`src/rtl/dcc_pkg.sv`:
```
// Types and fixed constants for the DCC packet bit generator.
// No dependencies; imported by dcc_packet_bit_generator_top.
package dcc_pkg;

   localparam int PERIOD_W = 16;
   localparam int COUNT_W  = 4;

   localparam logic [1:0] CMD_TICK   = 2'd0;
   localparam logic [1:0] CMD_WRITE  = 2'd1;
   localparam logic [1:0] CMD_COMMIT = 2'd2;

   localparam logic [1:0] LOAD_NONE     = 2'd0;
   localparam logic [1:0] LOAD_ACCEPTED = 2'd1;
   localparam logic [1:0] LOAD_REJECTED = 2'd2;

   localparam logic [1:0] REG_ONE_HALF  = 2'd0;
   localparam logic [1:0] REG_ZERO_HIGH = 2'd1;
   localparam logic [1:0] REG_ZERO_LOW  = 2'd2;

   localparam logic [PERIOD_W-1:0] ONE_HALF_RESET  = 16'd115;
   localparam logic [PERIOD_W-1:0] ZERO_HIGH_RESET = 16'd199;
   localparam logic [PERIOD_W-1:0] ZERO_LOW_RESET  = 16'd199;

   localparam logic [COUNT_W-1:0] BYTE_LAST_BIT = 4'd7;

   typedef struct packed {
      logic [1:0]         cmd;
      logic [7:0]         byte_value;
      logic [2:0]         byte_index;
      logic [COUNT_W-1:0] byte_count;
   } req_type;

   typedef struct packed {
      logic                line_level;
      logic [PERIOD_W-1:0] half_period;
      logic                need_packet;
      logic [1:0]          load_status;
   } rsp_type;

endpackage

```
`src/rtl/dcc_packet_bit_generator_top.sv`:
```
// DCC track waveform generator: one item per cycle unless req_stall is high; the result
// appears in the cycle after acceptance. Each tick item ends one half-period; the line
// toggles and, on a rising half, the frame state machine picks the next bit (idle ones,
// preamble, start bit, data MSB first, end bit). Byte-write and commit items load the
// packet buffer and length. The block takes an item in any cycle with req_stall low;
// a single result register separates the two channels, so req_stall rises only while a
// result is held by rsp_stall. Configuration writes are always ready. Depends on dcc_pkg.
module dcc_packet_bit_generator_top #(
   parameter int MAX_PACKET_BYTES    = 6,
   parameter int PREAMBLE_LAST_INDEX = 13
) (
   input  logic             clock,
   input  logic             reset,
   input  logic             req_valid,
   output logic             req_stall,
   input  dcc_pkg::req_type req_data,
   output logic             rsp_valid,
   input  logic             rsp_stall,
   output dcc_pkg::rsp_type rsp_data,
   input  logic             csr_valid,
   output logic             csr_ready,
   input  logic [1:0]       csr_index,
   input  logic [15:0]      csr_data
);
   import dcc_pkg::*;

   localparam int IDX_W = (MAX_PACKET_BYTES > 1) ? $clog2(MAX_PACKET_BYTES) : 1;

   localparam logic [2:0] FS_IDLE     = 3'd0;
   localparam logic [2:0] FS_PREAMBLE = 3'd1;
   localparam logic [2:0] FS_BSTART   = 3'd2;
   localparam logic [2:0] FS_BYTE     = 3'd3;
   localparam logic [2:0] FS_END      = 3'd4;

   logic [PERIOD_W-1:0] one_half_ff, zero_high_ff, zero_low_ff;
   logic [7:0]          buffer_ff [MAX_PACKET_BYTES];
   logic [COUNT_W-1:0]  length_ff, length_in;
   logic [COUNT_W-1:0]  remaining_ff, remaining_in;
   logic [COUNT_W-1:0]  bit_count_ff, bit_count_in;
   logic [2:0]          frame_ff, frame_in;
   logic                level_ff, level_in;
   logic [PERIOD_W-1:0] period_ff, period_in;
   logic                zero_ff, zero_in;
   logic                rsp_valid_ff, rsp_valid_in;
   rsp_type             rsp_ff, rsp_in;

   logic                accept;
   logic                wr_en;
   logic [COUNT_W-1:0]  pos;
   logic                rd_ok;
   logic [7:0]          rd_byte;
   logic [1:0]          status;

   assign req_stall = rsp_valid_ff & rsp_stall;
   assign accept    = req_valid & ~req_stall;
   assign csr_ready = 1'b1;
   assign rsp_valid = rsp_valid_ff;
   assign rsp_data  = rsp_ff;

   assign pos     = length_ff - remaining_ff;
   assign rd_ok   = (remaining_ff <= length_ff) && (pos < COUNT_W'(MAX_PACKET_BYTES));
   assign rd_byte = rd_ok ? buffer_ff[pos[IDX_W-1:0]] : 8'd0;
   assign wr_en   = accept && (req_data.cmd == CMD_WRITE)
                    && ({1'b0, req_data.byte_index} < COUNT_W'(MAX_PACKET_BYTES));

   always_comb begin
      length_in    = length_ff;
      remaining_in = remaining_ff;
      bit_count_in = bit_count_ff;
      frame_in     = frame_ff;
      level_in     = level_ff;
      period_in    = period_ff;
      zero_in      = zero_ff;
      status       = LOAD_NONE;
      case (req_data.cmd)
         CMD_TICK: begin
            level_in = ~level_ff;
            if (level_in) begin
               case (frame_ff)
                  FS_IDLE: begin
                     period_in = one_half_ff;
                     zero_in   = 1'b0;
                     if (remaining_ff != '0) begin
                        if (bit_count_ff == '0) begin
                           frame_in = FS_BSTART;
                        end else begin
                           frame_in     = FS_PREAMBLE;
                           bit_count_in = bit_count_ff - 1'b1;
                        end
                     end
                  end
                  FS_PREAMBLE: begin
                     period_in = one_half_ff;
                     zero_in   = 1'b0;
                     if (bit_count_ff == '0) begin
                        frame_in = FS_BSTART;
                     end else begin
                        bit_count_in = bit_count_ff - 1'b1;
                     end
                  end
                  FS_BSTART: begin
                     period_in    = zero_high_ff;
                     zero_in      = 1'b1;
                     frame_in     = FS_BYTE;
                     bit_count_in = BYTE_LAST_BIT;
                  end
                  FS_BYTE: begin
                     if (rd_byte[bit_count_ff[2:0]]) begin
                        period_in = one_half_ff;
                        zero_in   = 1'b0;
                     end else begin
                        period_in = zero_high_ff;
                        zero_in   = 1'b1;
                     end
                     if (bit_count_ff == '0) begin
                        if (remaining_ff <= COUNT_W'(1)) begin
                           remaining_in = '0;
                           frame_in     = FS_END;
                        end else begin
                           remaining_in = remaining_ff - 1'b1;
                           frame_in     = FS_BSTART;
                        end
                     end else begin
                        bit_count_in = bit_count_ff - 1'b1;
                     end
                  end
                  default: begin
                     period_in    = one_half_ff;
                     zero_in      = 1'b0;
                     frame_in     = FS_IDLE;
                     bit_count_in = COUNT_W'(PREAMBLE_LAST_INDEX);
                  end
               endcase
            end else if (zero_ff) begin
               period_in = zero_low_ff;
            end
         end
         CMD_COMMIT: begin
            if (req_data.byte_count <= COUNT_W'(MAX_PACKET_BYTES)) begin
               length_in    = req_data.byte_count;
               remaining_in = req_data.byte_count;
               status       = LOAD_ACCEPTED;
            end else begin
               status = LOAD_REJECTED;
            end
         end
         default: begin
            status = LOAD_NONE;
         end
      endcase

      rsp_in.line_level  = level_in;
      rsp_in.half_period = period_in;
      rsp_in.need_packet = (remaining_in == '0);
      rsp_in.load_status = status;
      rsp_valid_in       = accept | req_stall;
   end

   always_ff @(posedge clock) begin
      if (reset) begin
         one_half_ff  <= ONE_HALF_RESET;
         zero_high_ff <= ZERO_HIGH_RESET;
         zero_low_ff  <= ZERO_LOW_RESET;
      end else if (csr_valid && csr_ready) begin
         case (csr_index)
            REG_ONE_HALF:  one_half_ff  <= csr_data;
            REG_ZERO_HIGH: zero_high_ff <= csr_data;
            REG_ZERO_LOW:  zero_low_ff  <= csr_data;
            default:       one_half_ff  <= one_half_ff;
         endcase
      end
   end

   always_ff @(posedge clock) begin
      if (reset) begin
         for (int i = 0; i < MAX_PACKET_BYTES; i++) begin
            buffer_ff[i] <= 8'd0;
         end
      end else if (wr_en) begin
         buffer_ff[req_data.byte_index[IDX_W-1:0]] <= req_data.byte_value;
      end
   end

   always_ff @(posedge clock) begin
      if (reset) begin
         length_ff    <= '0;
         remaining_ff <= '0;
         bit_count_ff <= COUNT_W'(PREAMBLE_LAST_INDEX);
         frame_ff     <= FS_IDLE;
         level_ff     <= 1'b0;
         period_ff    <= ONE_HALF_RESET;
         zero_ff      <= 1'b0;
         rsp_valid_ff <= 1'b0;
      end else begin
         rsp_valid_ff <= rsp_valid_in;
         if (accept) begin
            length_ff    <= length_in;
            remaining_ff <= remaining_in;
            bit_count_ff <= bit_count_in;
            frame_ff     <= frame_in;
            level_ff     <= level_in;
            period_ff    <= period_in;
            zero_ff      <= zero_in;
         end
      end
   end

   always_ff @(posedge clock) begin
      if (accept) begin
         rsp_ff <= rsp_in;
      end
   end

endmodule
```
`config.mk`:
```
export PLATFORM = sky130hd
export DESIGN_NAME = dcc_packet_bit_generator_top
export DESIGN_NICKNAME = d
export VERILOG_FILES = /design/src/rtl/dcc_pkg.sv /design/src/rtl/dcc_packet_bit_generator_top.sv
export SDC_FILE = /design/constraint.sdc
export NUM_CORES = 1
export LEC_CHECK = 0
export ABC_CLOCK_PERIOD_IN_PS = 4260
export BUFFER_PORTS_ARGS = -buffer_cell sky130_fd_sc_hd__buf_2
export CELL_PAD_IN_SITES_DETAIL_PLACEMENT = 1
export CELL_PAD_IN_SITES_GLOBAL_PLACEMENT = 1
export CORE_MARGIN = 2
export CORE_UTILIZATION = 47
export CTS_CLUSTER_DIAMETER = 100
export DETAILED_ROUTE_END_ITERATION = 8
export MAX_ROUTING_LAYER = met4
export PLACE_DENSITY = 0.82
export SETUP_SLACK_MARGIN = 0.15
export SLEW_MARGIN = 10
export SYNTH_ARGS = -nofsm -noshare
export SYNTH_HDL_FRONTEND = slang
export SYNTH_SLANG_ARGS = --single-unit
```
`constraint.sdc`:
```
create_clock -name clock -period 4.26 [get_ports clock]
set_input_delay 0.639 -clock clock [delete_from_list [all_inputs] [get_ports clock]]
set_output_delay 0.639 -clock clock [all_outputs]
set_load 0.1 [all_outputs]
```
==> results.txt, run 1 <==
GR Util All Layers: 27.9%
Die Y: 133 um
grt total ovfl: 0
Synth Instances: 778
Initial Util: 47.5%
RSZ-0062 raised after global routing: false
Final Skew: 0.0101 ns
post-route insts no fill: 1074
layout cells sized above 1: 14.8%
register area: 4160 um^2
PD cells: 431 nW/um^2
Peak VDD IR: 0.294 mV
antenna violations before repair: 0
Post-Route WL: 23300 um
cts repair resizes: 0
First-pass DRT Iterations: 5
Final ANT Viol Nets: 0
wire per inst: 21.7 um
Buffers on Ports: 61
CP bufs+invs: 1
CTS root buf: clkbuf_16
max-cap violations: 0
footprint of the multi-input gates: 3370 um^2
CTS H-tree depth: 4
top_reg_cell synth: edfxtp_1
top-count cell post-synth: nand2_1
Synth warnings: 0
die outline width: 133 um
largest net degree at the start of global routing: 84
DRT iter0 DRCs: 518
final worst-path cycle share: 90.7%
Synth async-reset ratio: 0%
Max Fclk: 0.259 GHz
min Tclk post-route: 3.86 ns
num rows: 47
Final Max Slew Viols: 0
TritonCTS Sinks: 166
crit path DAT: 4.03 ns
Fin Hold WS: 0.430 ns
worst-skew pair later-pin latency: 0.44 ns
Nets: 892
launching point of the worst reg2reg path: remaining_ff[0]$_SDFFE_PP0P_
final hold vios: 0
gpl congestion: 0.831
vias in the first global route: 6904
area delta synth->final: 14.1%
DIE AREA: 17600 um^2
CP endpoint kind: register
antenna cells: 0
CTS Buf Count: 17
first-pass GRT wire length: 37000 um
Mean Syn Cell Area: 9.99 um^2
Core Box Area: 16300 um^2
CTS tree: done
CP max stage delay: 0.60 ns
Required @ worst endpoint: 4.43 ns
Netlist cell types: 74
DP Wirelength: 15400 um
top cell type's share of synthesized area: 32.5%
Clock transition at path regs: 0.06 ns
Via-to-Cell Ratio: 6.01
Lkg Pwr: 3.38 nW
critical path's slowest cell: xnor2_2
HP Start: req_valid
Synth area leaders: edfxtp_1, dfxtp_1, nand2_1
crit-path cells: ha_1 -> fa_1 -> xnor2_2 -> mux4_2 -> o22ai_1 -> a31oi_1 -> and4b_1 -> buf_4 -> nand2_4 -> o32ai_1 -> nor2_1
flops & latches, synth: 166
EDFF count, synth: 84
family with the most delay on the worst path: adder cells
io pins: 63
Crit Path Max Fanout: 10
sequential-to-total area share from yosys stat: 53.6%
Slew headroom: 22.9%
worst setup slack after placement: 0.435 ns
final worst slack: 0.397 ns
Design Power: 0.00382 W
Crit Path Class: register to register
clk buf depth: 2
DRC violations left: 0
Final setup violation count: 0
setup TNS: 0 ns
outcome: finished, final reports clean
area of the mapped netlist: 7770 um^2
Worst-Margin Slew: 1.15 ns
most instantiated cells after synthesis: nand2_1, nor2_1, edfxtp_1
Synth area leader: edfxtp_1
Post-CTS Setup Bufs: 0
DP Cell Count: 1043
Vias: 6451
fillers: 1856
Worst setup SP type: register
Crit. Startpoint: remaining_ff[0]$_SDFFE_PP0P_
quantity of hold-fixing buffers added after cts: 0
Hold WC Path Type: input pin to register
[routing by layer]
metal	GRT usage (%)	part of all wire, %	up-vias
met5	-	0	-
met4	12.7	2.8	0
met3	5.94	5.9	57
met2	45.0	50	230
met1	33.6	42	3246
li1	-	-	2918
[area by class of cell]
class | count | area share, %
sequential | 166 | 47.0
multi-input combinational | 557 | 38.0
clock buffer | 18 | 4.84
clock inverter | 13 | 1.48
timing repair buffer | 73 | 4.46
tap | 220 | 3.10
inverter | 27 | 1.14
[sequential cells by signal (all words and copies together) (netlist names), 16 cells and up]
| signal | cells |
|---|---|
| one_half_ff | 16 |
| buffer_ff | 64 |
| zero_low_ff | 16 |
| zero_high_ff | 16 |
| period_ff | 16 |
| rsp_data | 20 |
[cells in the final DEF (no fill, tap or decap), types with 10 or more instances in the layout]
master	n
dfxtp_1	82
nor3_1	21
edfxtp_1	84
nand2b_1	10
inv_1	27
buf_4	12
a21oi_1	49
nor2_1	86
nand3b_1	26
a31oi_1	12
conb_1	17
mux4_2	11
o21ai_0	22
a211oi_1	11
nand2_1	136
clkbuf_16	17
mux2i_1	17
buf_2	61
[kinds of logic (layout without fill, tap and decap cells)]
| kind of cell | Yosys count | count (layout) | synth area share, % |
|---|---|---|---|
| and+or+nand+nor | 341 | 341 | 20.8 |
| buffers and inverters | 70 | 131 | 3.80 |
| adders and majority gates | 10 | 10 | 1.71 |
| xor gates and xnor gates | 2 | 2 | 0.322 |
| other | 2 | 17 | 0.0967 |
| muxes | 31 | 31 | 6.20 |
| AOI/OAI and AO/OA | 156 | 156 | 13.5 |
| DFF | 166 | 166 | 53.6 |
[through the flow]
step                cell area (um^2)  utilization [%]
finish                          8870             54.2
global route                    8870             54.2
CTS                             8870             54.2
floorplan                       7830                -
global placement                8310             50.8
detailed placement              8310             50.8
[power by group]
part	internal, W	total (W)	leakage [nW]	switching [W]
clock network	0.000856	0.00151	0.269	0.000657
logic	0.000156	0.000517	1.56	0.000361
registers	0.00175	0.00179	1.55	0.0000446
[worst register-to-register path, stage by stage (launching register included)]
cell and delay, ns:
dfxtp_1 0.38, ha_1 0.25, fa_1 0.46, xnor2_2 0.60, mux4_2 0.35, o22ai_1 0.09, a31oi_1 0.18, and4b_1 0.39
buf_4 0.27, nand2_4 0.12, o32ai_1 0.38, nor2_1 0.12
[final timing paths]
| path | to | slack [ns] | depth (start not counted) |
|---|---|---|---|
| worst min-delay path | rsp_valid$_SDFF_PP0_ | 0.43 | 3 |
| worst max register to register | rsp_data[5]$_DFFE_PP_ | 0.40 | 11 |
| worst min register to register | one_half_ff[7]$_SDFFE_PP0P_ | 0.46 | 2 |
| worst max-delay path | rsp_data[5]$_DFFE_PP_ | 0.40 | 11 |
Power figures use the tool's default switching activity.
==> inputs of run 2 (changes only) <==
- CELL_PAD_IN_SITES_DETAIL_PLACEMENT: 1 -> 0
- SKIP_LAST_GASP: default -> 1
==> run 2 against run 1 <==
Count of clock-buffer cells in the layout rose by 2. Critical path depth fell by 2. Routed wire length fell by 15%. Sequential power barely moved. Final area fell by 0.11%. First-iteration DRC count rose by 19%. Total power fell by 2.1%. Hold slack improved by 0.027 ns. Sequential cell count did not move. Largest cell class unchanged. Largest power group unchanged. Highest routed layer unchanged.
==> results.txt, run 2 (same netlist as run 1, synthesis figures left out) <==
P_int: 0.00272 W
DRT iter0 DRCs: 618
Psw: 0.00102 W
most frequent cells in the layout: nand2_1, nor2_1, edfxtp_1
Required @ worst endpoint: 4.42 ns
die outline width: 133 um
antenna cells: 0
Via-to-Cell Ratio: 5.76
CTS root buf: clkbuf_16
Crit Path Max Fanout: 10
gpl congestion: 0.831
Initial Util: 47.5%
Core Box Area: 16300 um^2
setup TNS: 0 ns
grt total ovfl: 0
crit path DAT: 3.90 ns
PD cells: 422 nW/um^2
Crit Path Class: register to register
commonest non-fill, non-tap cell in the layout: nand2_1
Final ANT Viol Nets: 0
CTS tree: done
register bank with the most flops: buffer_ff
CP endpoint kind: register
Lkg Pwr: 3.37 nW
first-pass GRT wire length: 31500 um
Peak VDD IR: 0.278 mV
Worst setup SP type: register
Nets: 892
final worst-path cycle share: 87.9%
num rows: 47
area delta synth->final: 14.0%
GR Util All Layers: 23.6%
clk buf depth: 2
share of power burned in registers: 47.8%
Final setup violation count: 0
Final Max Slew Viols: 0
DRC violations left: 0
vias in the first global route: 5976
Fin Hold WS: 0.457 ns
Final Skew: 0.0110 ns
Max Fclk: 0.267 GHz
quantity of hold-fixing buffers added after cts: 0
cts repair resizes: 0
wire per inst: 18.4 um
largest net degree at the start of global routing: 84
RSZ-0062 raised after global routing: false
antenna violations before repair: 0
outcome: finished, final reports clean
DP Wirelength: 13100 um
Vias: 6191
Hold WC Path Type: register to register
CTS H-tree depth: 4
Post-CTS Setup Bufs: 0
Design Power: 0.00374 W
max reg flops: 64
logic gate share of total power: 13.4%
DIE AREA: 17600 um^2
worst-skew pair later-pin latency: 0.42 ns
CTS Buf Count: 17
io pins: 63
TritonCTS Sinks: 166
Clk network pwr share: 38.9%
Buffers on Ports: 61
max-cap violations: 0
Worst-Margin Slew: 1.15 ns
Die Y: 133 um
Slew headroom: 23.3%
final hold vios: 0
layout cells sized above 1: 15.2%
Post-Route WL: 19800 um
min Tclk post-route: 3.74 ns
Net Sw Frac: 27.4%
final core utilization: 54.2%
Clock transition at path regs: 0.06 ns
First-pass DRT Iterations: 6
run 2: cell types whose count changed in the layout (fill, tap and decap cells not counted), sizes merged:
cell	previous run	this run
clkinvlp	2	5
clkbuf	18	20
bufinv	2	1
clkinv	7	4
run 2: path summary, 6_finish.rpt:
check | from | to | slack, ns | cells past startpoint
min reg2reg | one_half_ff[9]$_SDFFE_PP0P_ | one_half_ff[9]$_SDFFE_PP0P_ | 0.46 | 2
min | one_half_ff[9]$_SDFFE_PP0P_ | one_half_ff[9]$_SDFFE_PP0P_ | 0.46 | 2
max | remaining_ff[0]$_SDFFE_PP0P_ | rsp_data[7]$_DFFE_PP_ | 0.52 | 9
max reg2reg | remaining_ff[0]$_SDFFE_PP0P_ | rsp_data[7]$_DFFE_PP_ | 0.52 | 9
run 2: power groups by stage:
stage / sequential (W) / clock [W] / combinational (W)
6_report: 0.00179 / 0.00145 / 0.000501
5_1_grt: 0.00179 / 0.00155 / 0.000539
4_1_cts: 0.00179 / 0.00147 / 0.000499
3_3_place_gp: 0.00182 / 0 / 0.000487
3_5_place_dp: 0.00182 / 0 / 0.000498
2_1_floorplan: 0.00192 / 0 / 0.000270
run 2: through the flow:
step	cells	setup WS, ns	area (um^2)
detailed placement	1043	0.537	8310
global route	1075	0.271	8860
CTS	1075	0.514	8860
global placement	1043	0.615	8310
floorplan	793	1.12	7830
finish	1075	0.517	8860
run 2: routing by layer:
metal	vias to the layer above	global-route usage [%]	share of wire [%]
met5	-	-	0
met3	37	5.21	7.4
li1	2910	-	-
met4	0	8.42	1.8
met2	268	36.3	47
met1	2976	31.0	43
run 2: layout make-up:
type | count | area, um^2
clock buffers | 20 | 444
clock inverters | 12 | 106
fillers | 1471 | 7490
inverters | 27 | 101
multi-input cells | 557 | 3370
flip-flops and latches | 166 | 4160
well taps | 220 | 275
repair buffers | 73 | 395
run 2: worst max-delay path, stage by stage, from the launching register on:
cell	delay, ns
dfxtp_1	0.38
ha_1	0.24
fa_1	0.46
xnor2_2	0.54
mux4_1	0.62
o211ai_1	0.32
nand3_4	0.19
and2_0	0.32
a31oi_1	0.30
nand2_1	0.10
==> inputs of run 3 (changes only) <==
- CORE_UTILIZATION: 47 -> 49
- CTS_BUF_LIST: default -> sky130_fd_sc_hd__clkbuf_2 sky130_fd_sc_hd__clkbuf_4 sky130_fd_sc_hd__clkbuf_8
- PLACE_DENSITY: 0.82 -> 0.84
==> run 3 against run 2 <==
Worst setup slack worse by 0.12 ns. Clock power decreased by 15%. Global-route usage is 1.1 points higher. Sequential cell count unchanged. Highest routed layer unchanged. Clock skew rose by 0.0042 ns. Count of clock-buffer cells in the layout down 3. Hold slack got worse by 0.057 ns. Largest power group unchanged. Via count up 0.48%.
==> results.txt, run 3 (same netlist as run 1, synthesis figures left out) <==
Final setup violation count: 0
gpl congestion: 0.834
Worst-Margin Slew: 0.996 ns
CTS tree: done
num rows: 46
TritonCTS Sinks: 166
family with the most delay on the worst path: simple AND/OR/NAND/NOR gates
layout cells sized above 1: 15.1%
largest net degree at the start of global routing: 85
DRT iter0 DRCs: 576
antenna violations before repair: 0
Worst setup SP type: register
final hold vios: 0
post-route insts no fill: 1070
CTS root buf: clkbuf_8
antenna cells: 0
Via-to-Cell Ratio: 5.81
Final ANT Viol Nets: 0
Peak VDD IR: 0.197 mV
RSZ-0062 raised after global routing: false
DP Cell Count: 1037
Initial Util: 49.5%
Lkg Pwr: 3.31 nW
Required @ worst endpoint: 4.49 ns
Crit Path Max Fanout: 11
footprint of the multi-input gates: 3380 um^2
Post-Route WL: 19500 um
Buffers on Ports: 61
GR Util All Layers: 24.7%
Crit Path Class: register to register
Core Box Area: 15700 um^2
First-pass DRT Iterations: 5
area delta synth->final: 12.4%
Max Fclk: 0.259 GHz
register area: 4160 um^2
DP Wirelength: 13300 um
Hold WC Path Type: input pin to register
worst-skew pair later-pin latency: 0.47 ns
clk buf depth: 2
Clock transition at path regs: 0.10 ns
DIE AREA: 16900 um^2
commonest non-fill, non-tap cell in the layout: nand2_1
vias in the first global route: 5951
Vias: 6221
first-pass GRT wire length: 30900 um
critical path's slowest cell: and4b_1
crit-path cells: inv_1 -> ha_1 -> fa_1 -> xnor2_4 -> mux4_2 -> o22ai_1 -> a31oi_1 -> and4b_1 -> and2_0 -> o21ai_2 -> mux2_2
CTS Buf Count: 17
die outline width: 130 um
Die Y: 130 um
most frequent cells in the layout: nand2_1, nor2_1, edfxtp_1
CP bufs+invs: 1
final core utilization: 55.6%
max reg flops: 64
CP max stage delay: 0.64 ns
final worst-path cycle share: 90.7%
grt total ovfl: 0
max-cap violations: 0
Nets: 891
wire per inst: 18.2 um
register bank with the most flops: buffer_ff
min Tclk post-route: 3.86 ns
CTS H-tree depth: 4
Slew headroom: 33.5%
quantity of hold-fixing buffers added after cts: 0
CP endpoint kind: register
DRC violations left: 0
PD cells: 402 nW/um^2
r2r setup slk: 0.40 ns
fillers: 1411
outcome: finished, final reports clean
crit path DAT: 4.10 ns
io pins: 63
Final Max Slew Viols: 0
setup TNS: 0 ns
Final Skew: 0.0152 ns
==> run 3: cell count changes in the layout (fill, tap and decap cells not counted), sizes merged <==
cell,previous run,this run
clkinvlp,5,3
clkinv,4,3
inv,29,33
clkbuf,20,17
buf,73,72
bufinv,1,3
==> run 3: path summary, 6_finish.rpt <==
path,start,endpoint,cells after the start
min,req_valid,rsp_valid$_SDFF_PP0_,3
max,length_ff[0]$_SDFFE_PP0P_,rsp_data[9]$_DFFE_PP_,11
max reg2reg,length_ff[0]$_SDFFE_PP0P_,rsp_data[9]$_DFFE_PP_,11
min reg2reg,one_half_ff[9]$_SDFFE_PP0P_,one_half_ff[9]$_SDFFE_PP0P_,2
==> run 3: per-stage QoR <==
step | area [um^2] | worst slack [ns] | power, W | hold slack (ns)
floorplan | 7830 | 1.12 | 0.00219 | 0.431
global placement | 8280 | 0.355 | 0.00230 | 0.444
detailed placement | 8280 | 0.221 | 0.00232 | 0.447
CTS | 8710 | 0.182 | 0.00352 | 0.379
global route | 8730 | 0.199 | 0.00365 | 0.397
finish | 8730 | 0.396 | 0.00351 | 0.400
==> run 3: what timing repair did <==
| item | CTS | global route |
|---|---|---|
| endpoints found under the setup margin | 0 | 23 |
| setup buffers | 0 | 1 |
| resized for setup | 0 | 1 |
==> run 3: report_power, final <==
group / switching [W] / leakage (nW) / internal, W
clock network: 0.000631 / 0.208 / 0.000595
logic: 0.000345 / 1.55 / 0.000156
registers: 0.0000426 / 1.55 / 0.00174
==> run 3: worst register-to-register path, cell delays in order, from the launching register on <==
cell     delay [ns]
dfxtp_1        0.35
inv_1          0.05
ha_1           0.22
fa_1           0.50
xnor2_4        0.41
mux4_2         0.28
o22ai_1        0.11
a31oi_1        0.20
and4b_1        0.64
and2_0         0.48
o21ai_2        0.12
mux2_2         0.27
==> run 3: area by class of cell <==
class | instances | share of cell area [%]
Sequential cell | 166 | 47.7
Multi-Input combinational cell | 557 | 38.7
Timing Repair Buffer | 72 | 4.44
Tap cell | 216 | 3.10
Clock buffer | 17 | 2.68
Clock inverter | 15 | 2.22
Inverter | 27 | 1.16
==> run 3: metal layers <==
layer	up-vias	routed length, um	track usage [%]
met3	25	1250	5.25
met2	252	9590	38.8
met1	3034	8340	32.3
met4	0	287	7.91
li1	2910	-	-
met5	-	0	-
